`src/sv/rlfu_pkg.sv`:
```
// ============================================================================
// rlfu_pkg : shared types and constants of the name cache
// Request and response words, controller states, and the command and
// status groups that pass between the controller and the datapath.
// ============================================================================
package rlfu_pkg;

    // Fixed field widths of the request and response words.
    localparam int NAME_KEY_W = 32;
    localparam int SLOT_W     = 6;
    localparam int USE_W      = 15;
    localparam int CAP_W      = 7;

    // Request function codes.
    localparam logic FUNC_GET     = 1'b0;
    localparam logic FUNC_RELEASE = 1'b1;

    // Capacity after reset and the ceiling of the use count.
    localparam logic [CAP_W-1:0] CAP_RESET = 7'd50;
    localparam logic [USE_W-1:0] USE_SAT   = 15'h7FFF;

    typedef struct packed {
        logic                  func;
        logic [NAME_KEY_W-1:0] name_key;
        logic [SLOT_W-1:0]     slot_in;
    } t_req;

    typedef struct packed {
        logic [SLOT_W-1:0] slot_out;
        logic              was_hit;
        logic              evicted;
        logic              freed;
        logic [USE_W-1:0]  use_count;
        logic              error;
    } t_rsp;

    typedef enum logic [1:0] {
        S_IDLE,
        S_SCAN,
        S_REL_RD,
        S_FINISH
    } t_state;

    // Commands from the controller to the datapath.
    typedef struct packed {
        logic accept;
        logic scan;
        logic commit;
    } t_cmd;

    // Status from the datapath to the controller.
    typedef struct packed {
        logic in_is_rel;
        logic scan_done;
        logic out_free;
    } t_sts;

endpackage

```
`src/sv/rlfu_ctrl.sv`:
```
// ============================================================================
// rlfu_ctrl : request sequencer of the name cache
// Takes one request word at a time, runs the slot scan for a get or a
// single table read for a release, then commits the update and the result.
// ============================================================================
module rlfu_ctrl (
    input  logic             i_clk,
    input  logic             i_rst_n,
    input  logic             i_in_valid,
    output logic             o_in_stall,
    input  rlfu_pkg::t_sts   i_sts,
    output rlfu_pkg::t_cmd   o_cmd
);

    rlfu_pkg::t_state r_state;
    rlfu_pkg::t_state n_state;

    // State register.
    always_ff @(posedge i_clk) begin
        if (!i_rst_n) begin
            r_state <= rlfu_pkg::S_IDLE;
        end else begin
            r_state <= n_state;
        end
    end

    // Next state and commands.
    always_comb begin
        n_state    = r_state;
        o_cmd      = '0;
        o_in_stall = 1'b1;
        unique case (r_state)
            rlfu_pkg::S_IDLE: begin
                o_in_stall = 1'b0;
                if (i_in_valid) begin
                    o_cmd.accept = 1'b1;
                    n_state = i_sts.in_is_rel ? rlfu_pkg::S_REL_RD : rlfu_pkg::S_SCAN;
                end
            end
            rlfu_pkg::S_SCAN: begin
                o_cmd.scan = 1'b1;
                if (i_sts.scan_done) begin
                    n_state = rlfu_pkg::S_FINISH;
                end
            end
            rlfu_pkg::S_REL_RD: begin
                n_state = rlfu_pkg::S_FINISH;
            end
            rlfu_pkg::S_FINISH: begin
                if (i_sts.out_free) begin
                    o_cmd.commit = 1'b1;
                    n_state = rlfu_pkg::S_IDLE;
                end
            end
            default: begin
                n_state = rlfu_pkg::S_IDLE;
            end
        endcase
    end

endmodule

```
`src/sv/rlfu_datapath.sv`:
```
// ============================================================================
// rlfu_datapath : slot tables, scan unit and result register
// Holds the key and use-count memories, the valid bits and the high-water
// mark, walks the slots one per cycle for a get, and forms the result word.
// ============================================================================
module rlfu_datapath #(
    parameter int MAX_SLOTS = 64,
    parameter int KEY_BITS  = 32
) (
    input  logic                         i_clk,
    input  logic                         i_rst_n,
    input  rlfu_pkg::t_cmd               i_cmd,
    output rlfu_pkg::t_sts               o_sts,
    input  rlfu_pkg::t_req               i_in_word,
    input  logic [rlfu_pkg::CAP_W-1:0]   i_capacity,
    output logic                         o_out_valid,
    input  logic                         i_out_stall,
    output rlfu_pkg::t_rsp               o_out_word
);

    localparam int SW    = (MAX_SLOTS > 1) ? $clog2(MAX_SLOTS) : 1;
    localparam int HW_W  = $clog2(MAX_SLOTS + 1);
    localparam int KW    = (KEY_BITS < rlfu_pkg::NAME_KEY_W) ? KEY_BITS
                                                             : rlfu_pkg::NAME_KEY_W;
    localparam int CMP_W = HW_W + rlfu_pkg::CAP_W;
    localparam int USE_W = rlfu_pkg::USE_W;

    // Slot tables.
    logic [KW-1:0]    key_mem  [MAX_SLOTS];
    logic [USE_W-1:0] uses_mem [MAX_SLOTS];
    logic [KW-1:0]    r_key_q;
    logic [USE_W-1:0] r_uses_q;

    logic [MAX_SLOTS-1:0] r_valid;
    logic [HW_W-1:0]      r_hw;

    // Request and scan registers.
    rlfu_pkg::t_req   r_req;
    logic [HW_W-1:0]  r_rd_idx;
    logic             r_cmp_vld;
    logic [SW-1:0]    r_cmp_idx;
    logic             r_found;
    logic [SW-1:0]    r_found_idx;
    logic [USE_W-1:0] r_found_uses;
    logic             r_have_free;
    logic [SW-1:0]    r_free_idx;
    logic [USE_W-1:0] r_best;
    logic [SW-1:0]    r_best_idx;

    // Result register.
    logic             r_out_vld;
    rlfu_pkg::t_rsp   r_out;

    logic [SW-1:0]    rel_idx;
    logic [SW-1:0]    rd_idx;
    logic             cmp_act;
    logic             cmp_hit;
    logic             issue;
    logic [CMP_W-1:0] eff_cap;
    logic             rel_ok;
    logic [USE_W-1:0] rel_cnt;
    logic [USE_W-1:0] inc_cnt;
    logic [SW-1:0]    wr_idx;
    logic [USE_W-1:0] wr_uses;
    logic             key_we;
    logic             uses_we;
    logic             set_valid;
    logic             clr_valid;
    logic             grow;
    rlfu_pkg::t_rsp   rsp;

    // Read address: the named slot for a release, the scan pointer for a get.
    assign rel_idx = SW'(r_req.slot_in);
    assign rd_idx  = (r_req.func == rlfu_pkg::FUNC_RELEASE) ? rel_idx : r_rd_idx[SW-1:0];

    // Key memory with registered read.
    always_ff @(posedge i_clk) begin
        if (key_we) begin
            key_mem[wr_idx] <= r_req.name_key[KW-1:0];
        end
        r_key_q <= key_mem[rd_idx];
    end

    // Use-count memory with registered read.
    always_ff @(posedge i_clk) begin
        if (uses_we) begin
            uses_mem[wr_idx] <= wr_uses;
        end
        r_uses_q <= uses_mem[rd_idx];
    end

    // Scan compare stage: one slot per cycle, in the cycle after its read.
    assign cmp_act = i_cmd.scan && r_cmp_vld && !r_found;
    assign cmp_hit = cmp_act && r_valid[r_cmp_idx] && (r_key_q == r_req.name_key[KW-1:0]);
    assign issue   = i_cmd.scan && !r_found && !cmp_hit && (r_rd_idx < r_hw);

    // Scan control registers.
    always_ff @(posedge i_clk) begin
        if (!i_rst_n) begin
            r_cmp_vld   <= 1'b0;
            r_found     <= 1'b0;
            r_have_free <= 1'b0;
            r_rd_idx    <= '0;
        end else if (i_cmd.accept) begin
            r_cmp_vld   <= 1'b0;
            r_found     <= 1'b0;
            r_have_free <= 1'b0;
            r_rd_idx    <= '0;
        end else if (i_cmd.scan) begin
            r_cmp_vld <= issue;
            if (issue) begin
                r_rd_idx <= r_rd_idx + 1'b1;
            end
            if (cmp_hit) begin
                r_found <= 1'b1;
            end
            if (cmp_act && !r_valid[r_cmp_idx]) begin
                r_have_free <= 1'b1;
            end
        end
    end

    // Scan payload registers: request, first free slot, match, least-used slot.
    always_ff @(posedge i_clk) begin
        if (i_cmd.accept) begin
            r_req <= i_in_word;
        end
        if (i_cmd.scan) begin
            r_cmp_idx <= r_rd_idx[SW-1:0];
        end
        if (cmp_act && !r_valid[r_cmp_idx] && !r_have_free) begin
            r_free_idx <= r_cmp_idx;
        end
        if (cmp_hit) begin
            r_found_idx  <= r_cmp_idx;
            r_found_uses <= r_uses_q;
        end
        if (cmp_act && ((r_cmp_idx == '0) || (r_uses_q < r_best))) begin
            r_best     <= r_uses_q;
            r_best_idx <= r_cmp_idx;
        end
    end

    // Capacity clamped to the range one to MAX_SLOTS.
    always_comb begin
        if (i_capacity == '0) begin
            eff_cap = CMP_W'(1);
        end else if (CMP_W'(i_capacity) > CMP_W'(MAX_SLOTS)) begin
            eff_cap = CMP_W'(MAX_SLOTS);
        end else begin
            eff_cap = CMP_W'(i_capacity);
        end
    end

    // Update decision and result word, applied on commit.
    always_comb begin
        rel_ok  = (CMP_W'(r_req.slot_in) < CMP_W'(r_hw)) && r_valid[rel_idx];
        rel_cnt = (r_uses_q != '0) ? (r_uses_q - 1'b1) : '0;
        inc_cnt = (r_found_uses == rlfu_pkg::USE_SAT) ? r_found_uses
                                                      : (r_found_uses + 1'b1);
        wr_idx    = rel_idx;
        wr_uses   = USE_W'(1);
        key_we    = 1'b0;
        uses_we   = 1'b0;
        set_valid = 1'b0;
        clr_valid = 1'b0;
        grow      = 1'b0;
        rsp       = '0;
        if (r_req.func == rlfu_pkg::FUNC_RELEASE) begin
            rsp.slot_out = r_req.slot_in;
            if (rel_ok) begin
                uses_we       = 1'b1;
                wr_uses       = rel_cnt;
                rsp.use_count = rel_cnt;
                if (rel_cnt == '0) begin
                    clr_valid = 1'b1;
                    rsp.freed = 1'b1;
                end
            end else begin
                rsp.error = 1'b1;
            end
        end else begin
            if (r_found) begin
                wr_idx      = r_found_idx;
                uses_we     = 1'b1;
                wr_uses     = inc_cnt;
                rsp.was_hit = 1'b1;
            end else begin
                if (r_have_free) begin
                    wr_idx = r_free_idx;
                end else if (CMP_W'(r_hw) < eff_cap) begin
                    wr_idx = r_hw[SW-1:0];
                    grow   = 1'b1;
                end else begin
                    wr_idx      = r_best_idx;
                    rsp.evicted = r_valid[r_best_idx];
                end
                key_we    = 1'b1;
                uses_we   = 1'b1;
                set_valid = 1'b1;
            end
            rsp.slot_out  = rlfu_pkg::SLOT_W'(wr_idx);
            rsp.use_count = wr_uses;
        end
        key_we    = key_we    && i_cmd.commit;
        uses_we   = uses_we   && i_cmd.commit;
        set_valid = set_valid && i_cmd.commit;
        clr_valid = clr_valid && i_cmd.commit;
        grow      = grow      && i_cmd.commit;
    end

    // Valid bits and high-water mark.
    always_ff @(posedge i_clk) begin
        if (!i_rst_n) begin
            r_valid <= '0;
            r_hw    <= '0;
        end else begin
            if (set_valid) begin
                r_valid[wr_idx] <= 1'b1;
            end
            if (clr_valid) begin
                r_valid[wr_idx] <= 1'b0;
            end
            if (grow) begin
                r_hw <= r_hw + 1'b1;
            end
        end
    end

    // Result register: holds a word until the consumer takes it.
    always_ff @(posedge i_clk) begin
        if (!i_rst_n) begin
            r_out_vld <= 1'b0;
        end else if (i_cmd.commit) begin
            r_out_vld <= 1'b1;
        end else if (!i_out_stall) begin
            r_out_vld <= 1'b0;
        end
    end

    always_ff @(posedge i_clk) begin
        if (i_cmd.commit) begin
            r_out <= rsp;
        end
    end

    assign o_out_valid = r_out_vld;
    assign o_out_word  = r_out;

    // Status to the controller.
    assign o_sts.in_is_rel = (i_in_word.func == rlfu_pkg::FUNC_RELEASE);
    assign o_sts.scan_done = r_found || (!r_cmp_vld && !(r_rd_idx < r_hw));
    assign o_sts.out_free  = !r_out_vld || !i_out_stall;

endmodule

```
`src/sv/refcounted_lfu_name_cache.sv`:
```
// ============================================================================
// refcounted_lfu_name_cache : reference-counted name cache, LFU replacement
// Fully associative cache of keyed entries with use counts; a get finds or
// fills a slot, a release lowers the count and frees the slot at zero.
// ============================================================================
//
//  Channel   Handshake                  Word / data
//  -------   ------------------------   ------------------------------
//  request   i_in_valid / o_in_stall    i_in_word  (func, key, slot)
//  result    o_out_valid / i_out_stall  o_out_word (slot, flags, count)
//  config    i_cfg_wr_en                i_cfg_wr_data (capacity limit)
//
//  A get scans the slots below hw, the current high-water mark (at most
//  MAX_SLOTS), and reads none of them while the mark is zero;
//  the slot scan reads one slot per cycle from the key and use-count memories,
//  and stops early on a match.
//  A release does one memory read, then the update.
//  One request is in flight at a time; the next one is taken once the result
//  has been written to the output register, even if it is not yet taken.
//  A stall on the result side holds the result word and, once a second result
//  is ready, holds the commit. Reset is synchronous; no clearing pass is needed.
//
module refcounted_lfu_name_cache #(
    parameter int MAX_SLOTS = 64,
    parameter int KEY_BITS  = 32
) (
    input  logic                          i_clk,
    input  logic                          i_rst_n,
    input  logic                          i_in_valid,
    output logic                          o_in_stall,
    input  rlfu_pkg::t_req                i_in_word,
    output logic                          o_out_valid,
    input  logic                          i_out_stall,
    output rlfu_pkg::t_rsp                o_out_word,
    input  logic                          i_cfg_wr_en,
    input  logic [rlfu_pkg::CAP_W-1:0]    i_cfg_wr_data
);

    logic [rlfu_pkg::CAP_W-1:0] r_capacity;
    rlfu_pkg::t_cmd             cmd;
    rlfu_pkg::t_sts             sts;

    // Capacity limit register.
    always_ff @(posedge i_clk) begin
        if (!i_rst_n) begin
            r_capacity <= rlfu_pkg::CAP_RESET;
        end else if (i_cfg_wr_en) begin
            r_capacity <= i_cfg_wr_data;
        end
    end

    // Request sequencer.
    rlfu_ctrl u_ctrl (
        .i_clk      (i_clk),
        .i_rst_n    (i_rst_n),
        .i_in_valid (i_in_valid),
        .o_in_stall (o_in_stall),
        .i_sts      (sts),
        .o_cmd      (cmd)
    );

    // Tables, scan unit and result register.
    rlfu_datapath #(
        .MAX_SLOTS (MAX_SLOTS),
        .KEY_BITS  (KEY_BITS)
    ) u_datapath (
        .i_clk       (i_clk),
        .i_rst_n     (i_rst_n),
        .i_cmd       (cmd),
        .o_sts       (sts),
        .i_in_word   (i_in_word),
        .i_capacity  (r_capacity),
        .o_out_valid (o_out_valid),
        .i_out_stall (i_out_stall),
        .o_out_word  (o_out_word)
    );

    // A committed result is presented on the next cycle.
    a_commit_shows: assert property (@(posedge i_clk) disable iff (!i_rst_n)
        cmd.commit |=> o_out_valid)
        else $error("committed result word not presented");

    // Once a request word is taken, no further word is taken until it is done.
    a_one_in_flight: assert property (@(posedge i_clk) disable iff (!i_rst_n)
        (i_in_valid && !o_in_stall) |=> o_in_stall)
        else $error("request word taken while another is in flight");

    // A new result only appears after a commit.
    a_result_source: assert property (@(posedge i_clk) disable iff (!i_rst_n)
        $rose(o_out_valid) |-> $past(cmd.commit))
        else $error("result word appeared without a commit");

    // The commit never overwrites a result that is still stalled.
    a_no_overwrite: assert property (@(posedge i_clk) disable iff (!i_rst_n)
        cmd.commit |-> (!o_out_valid || !i_out_stall))
        else $error("commit while a stalled result is held");

endmodule
```
`config.mk`:
```
export PLATFORM = sky130hd
export DESIGN_NAME = refcounted_lfu_name_cache
export DESIGN_NICKNAME = d
export VERILOG_FILES = /design/src/sv/rlfu_pkg.sv /design/src/sv/rlfu_ctrl.sv /design/src/sv/rlfu_datapath.sv /design/src/sv/refcounted_lfu_name_cache.sv
export SDC_FILE = /design/constraint.sdc
export NUM_CORES = 2
export LEC_CHECK = 0
export BUFFER_PORTS_ARGS = -buffer_cell sky130_fd_sc_hd__buf_2
export CAP_MARGIN = 40
export CORE_ASPECT_RATIO = 0.9
export CORE_UTILIZATION = 25
export DETAILED_ROUTE_END_ITERATION = 8
export PLACE_DENSITY = 0.47
export SYNTH_ARGS = -nofsm -noshare
export SYNTH_HDL_FRONTEND = slang
export SYNTH_HIERARCHICAL = 1
export SYNTH_SLANG_ARGS = --single-unit
```
`constraint.sdc`:
```
create_clock -name i_clk -period 10.3 [get_ports i_clk]
set_input_delay 0.515 -clock i_clk [delete_from_list [all_inputs] [get_ports i_clk]]
set_output_delay 0.515 -clock i_clk [all_outputs]
set_load 0.01 [all_outputs]
```
==> results.json <==
{
  "gp_congestion": 0.8288,
  "ant_nets": 0,
  "fin_crit_ns": 5.751,
  "synth_edf_count": 3126,
  "ys.flop_type": "edfxtp_1",
  "die_w_um": 755.9,
  "synth-seq-area-share_pct": 75.57,
  "drc_errors": 0,
  "fmax_ghz": 0.1739,
  "sw_frac_of_total_pct": 27.27,
  "via_per_inst": 4.769,
  "peakVddDrop_v": 0.0001461,
  "relSlewSlack_pct": 31.41,
  "grt_usage_pct": 14.13,
  "cp-end-kind": "register",
  "required_ns": 11.06,
  "routed_wirelength_um": 372700,
  "final_common_cell": "edfxtp_1",
  "design_area_mm2": 0.1501,
  "p_comb_share_pct": 16.3,
  "ctsLongestPathBuffers": 4,
  "grt.overflow.total": 0,
  "cts_tree": "built",
  "final_cells": 13820,
  "p_per_area_mw_per_mm2": 215.8,
  "routedWlPerCell_um": 26.97,
  "synth.area.top_cells": "edfxtp_1 73%, mux4_2 14%, dfxtp_1 2.2%",
  "coreArea_mm2": 0.5083,
  "yosysTopAreaCell": "edfxtp_1",
  "ctsRootBufferMaster": "clkbuf_16",
  "fin_ws_ns": 4.549,
  "yosysUniqueCellTypes": 73,
  "grt_pass1_vias": 67590,
  "dr.pass1.iters": 6,
  "grt_max_degree": 126,
  "critPathArrivalTime_ns": 6.51,
  "outcome": "finished, final reports clean",
  "nFillCells": 49660,
  "critPathKind": "reg2reg",
  "path_max_fanout": 98,
  "die_h_um": 680.5,
  "cts_buffers": 326,
  "yosysWarnings": 6,
  "placed_area_mm2": 0.1393,
  "p_seq_share_pct": 47.6,
  "hold_class": "in2reg",
  "yosys_register_bits": 3264,
  "p_leak_nw": 45.60,
  "layout-drive-gt1-share_pct": 25.47,
  "final_hold_viol_count": 0,
  "fin_tns_setup_ns": 0,
  "cpPeakStageDelay_ns": 0.94,
  "clkPwrFrac_pct": 36.1,
  "port_buffers": 77,
  "syn_nets": 6485,
  "crit_chain": "nand2_1 -> o21ai_4 -> buf_4 -> buf_4 -> buf_12 -> buf_12 -> mux4_2 -> and2_1 -> a211oi_1 -> a31oi_1 -> a211oi_1 -> a21oi_1",
  "postCtsResizedCells": 0,
  "tightestPinTransition_ns": 1.029,
  "maxCapViolations": 0,
  "async_reset_ff_share_pct": 0,
  "area_growth_pct": 17.39,
  "nNetsFinal": 6917,
  "cts_sinks": 3264,
  "dpl_worst_slack_ns": 4.550,
  "crit_path_start_kind": "register",
  "syn_inst": 6395,
  "final-max-slew-violation-count": 0,
  "yosysTopAreaCellShare_pct": 73.41,
  "syn_area_mm2": 0.1279,
  "dr_total_vias": 65900,
  "net-switching-power_mw": 8.835,
  "dpl.hpwl_um": 208500,
  "die-area_mm2": 0.5144,
  "rsz0062_at_grt": "no",
  "setup_viol": 0,
  "insertion_delay_ns": 0.91,
  "cts_max_level": 5,
  "power.internal_mw": 23.57,
  "drtIter0Drc": 6533,
  "fin_crit_sh_pct": 55.83,
  "dp_cells": 13190,
  "p_total_mw": 32.40,
  "synth.avg_cell_area_um2": 20.00,
  "antenna_found_initial": 19,
  "grt_pass1_wl_um": 526500,
  "num_rows": 248,
  "ios": 78,
  "fin_worst_skew_ns": 0.07016,
  "clk_pin_slew_ns": 0.06,
  "mostFrequentLayoutCells": "3126 x edfxtp_1, 798 x mux4_2, 468 x nand2_1, 337 x clkbuf_16, 303 x a211oi_1",
  "start_util_pct": 25.16,
  "crit_slowest_cell": "edfxtp_1"
}
==> through the flow <==
stage | hold WS (ns) | utilization [%]
after floorplan | 0.4515 | -
final | 0.1785 | 29.53
after CTS | 0.07251 | 29.52
after detailed placement | 0.5008 | 27.40
after global placement | 0.4602 | 27.22
after global routing | 0.1439 | 29.53
==> flip-flops by register name, indices dropped and copies added (netlist names), 7 cells and up <==
register and count:
u_datapath/r_key_q 32, u_datapath/r_found_uses 15, u_datapath/key_mem 2048, u_datapath/r_uses_q 15, u_datapath/r_req 33, u_datapath/r_valid 64
r_capacity 7, u_datapath/o_out_word 25, u_datapath/r_best 15, u_datapath/r_hw 7, u_datapath/uses_mem 960, u_datapath/r_rd_idx 7
==> path summary, 6_finish.rpt <==
kind,startpoint,cells past startpoint,slack [ns],to
worst min register to register,u_datapath/r_rd_idx[6],2,0.52,u_datapath/r_rd_idx[6]
worst max register to register,u_datapath/r_req[38],12,4.55,u_datapath/r_key_q[17]
worst min-delay path,i_in_valid,4,0.18,u_ctrl/r_state[0]
worst max-delay path,u_datapath/r_req[38],12,4.55,u_datapath/r_key_q[17]
==> power groups by stage <==
stage	clock network (mW)	registers, mW	logic [mW]
CTS	12.0	15.4	5.36
global route	12.5	15.4	5.59
floorplan	0	15.8	2.77
detailed placement	0	15.7	5.33
finish	11.7	15.4	5.27
global placement	0	15.7	5.19
==> cells by family (layout without fill, tap and decap cells) <==
family	count (synthesis)	in the layout	share of synthesized area [%]
adder cells (fa/ha/maj)	39	39	0.3816
AND/OR/NAND/NOR	999	999	3.711
flip-flops	3264	3264	75.57
buffers and inverters	415	1088	1.284
other	0	2	0
XOR/XNOR	58	58	0.3972
AO/OA/AOI/OAI	786	786	4.324
multiplexers	834	834	14.34
==> worst max-delay path: cells and delay by family (launching register included) <==
family | cells | cell delay (ns)
compound gates | 5 | 1.38
buf+inv | 4 | 1.92
flops | 1 | 0.94
simple gates | 2 | 0.41
mux | 1 | 0.61
==> cells in the mapped netlist (7+ instances only) <==
| cell | number |
|---|---|
| edfxtp_1 | 3126 |
| mux4_2 | 798 |
| nand2_1 | 469 |
| a211oi_1 | 304 |
| clkbuf_1 | 212 |
| and2_1 | 192 |
| nor2_1 | 189 |
| a21oi_1 | 167 |
| dfxtp_1 | 138 |
| a31oi_1 | 118 |
| buf_1 | 114 |
| a311oi_1 | 95 |
| inv_1 | 41 |
| xor2_1 | 40 |
| ha_1 | 39 |
| mux2i_1 | 35 |
| buf_2 | 32 |
| nor3_1 | 23 |
| nand4_1 | 19 |
| o21ai_0 | 19 |
| xnor2_1 | 18 |
| nand3_1 | 17 |
| a22oi_1 | 13 |
| a21o_1 | 12 |
| o22ai_1 | 12 |
| nor2b_1 | 11 |
| or3_1 | 10 |
| nand2b_1 | 9 |
| nor4_1 | 9 |
| and3_1 | 7 |
| nor3_2 | 7 |
==> repair_timing <==
item / in CTS / in global routing
hold buffers: 60 / 0
buffers inserted: 0 / 0
endpoints found under the hold margin: 52 / 0
==> routing by layer <==
metal	vias up	track usage, %	share of wire [%]
li1	27390	-	-
met1	36080	19.73	44
met2	1979	23.58	48
met3	458	1.925	5.2
met4	0	2.851	2.0
met5	-	0	0
==> cell type report <==
cell class	count	area, um2	share of cell area (%)
diodes	2	5.005	0.003334
clock buffers	414	8866	5.906
clock inverters	155	1338	0.8910
inverters	49	190.2	0.1267
multi-input cells	2716	30450	20.29
flip-flops and latches	3264	96630	64.37
well taps	6750	8446	5.626
repair buffers	470	4183	2.786
No activity file was read; power rests on OpenSTA's default activity.
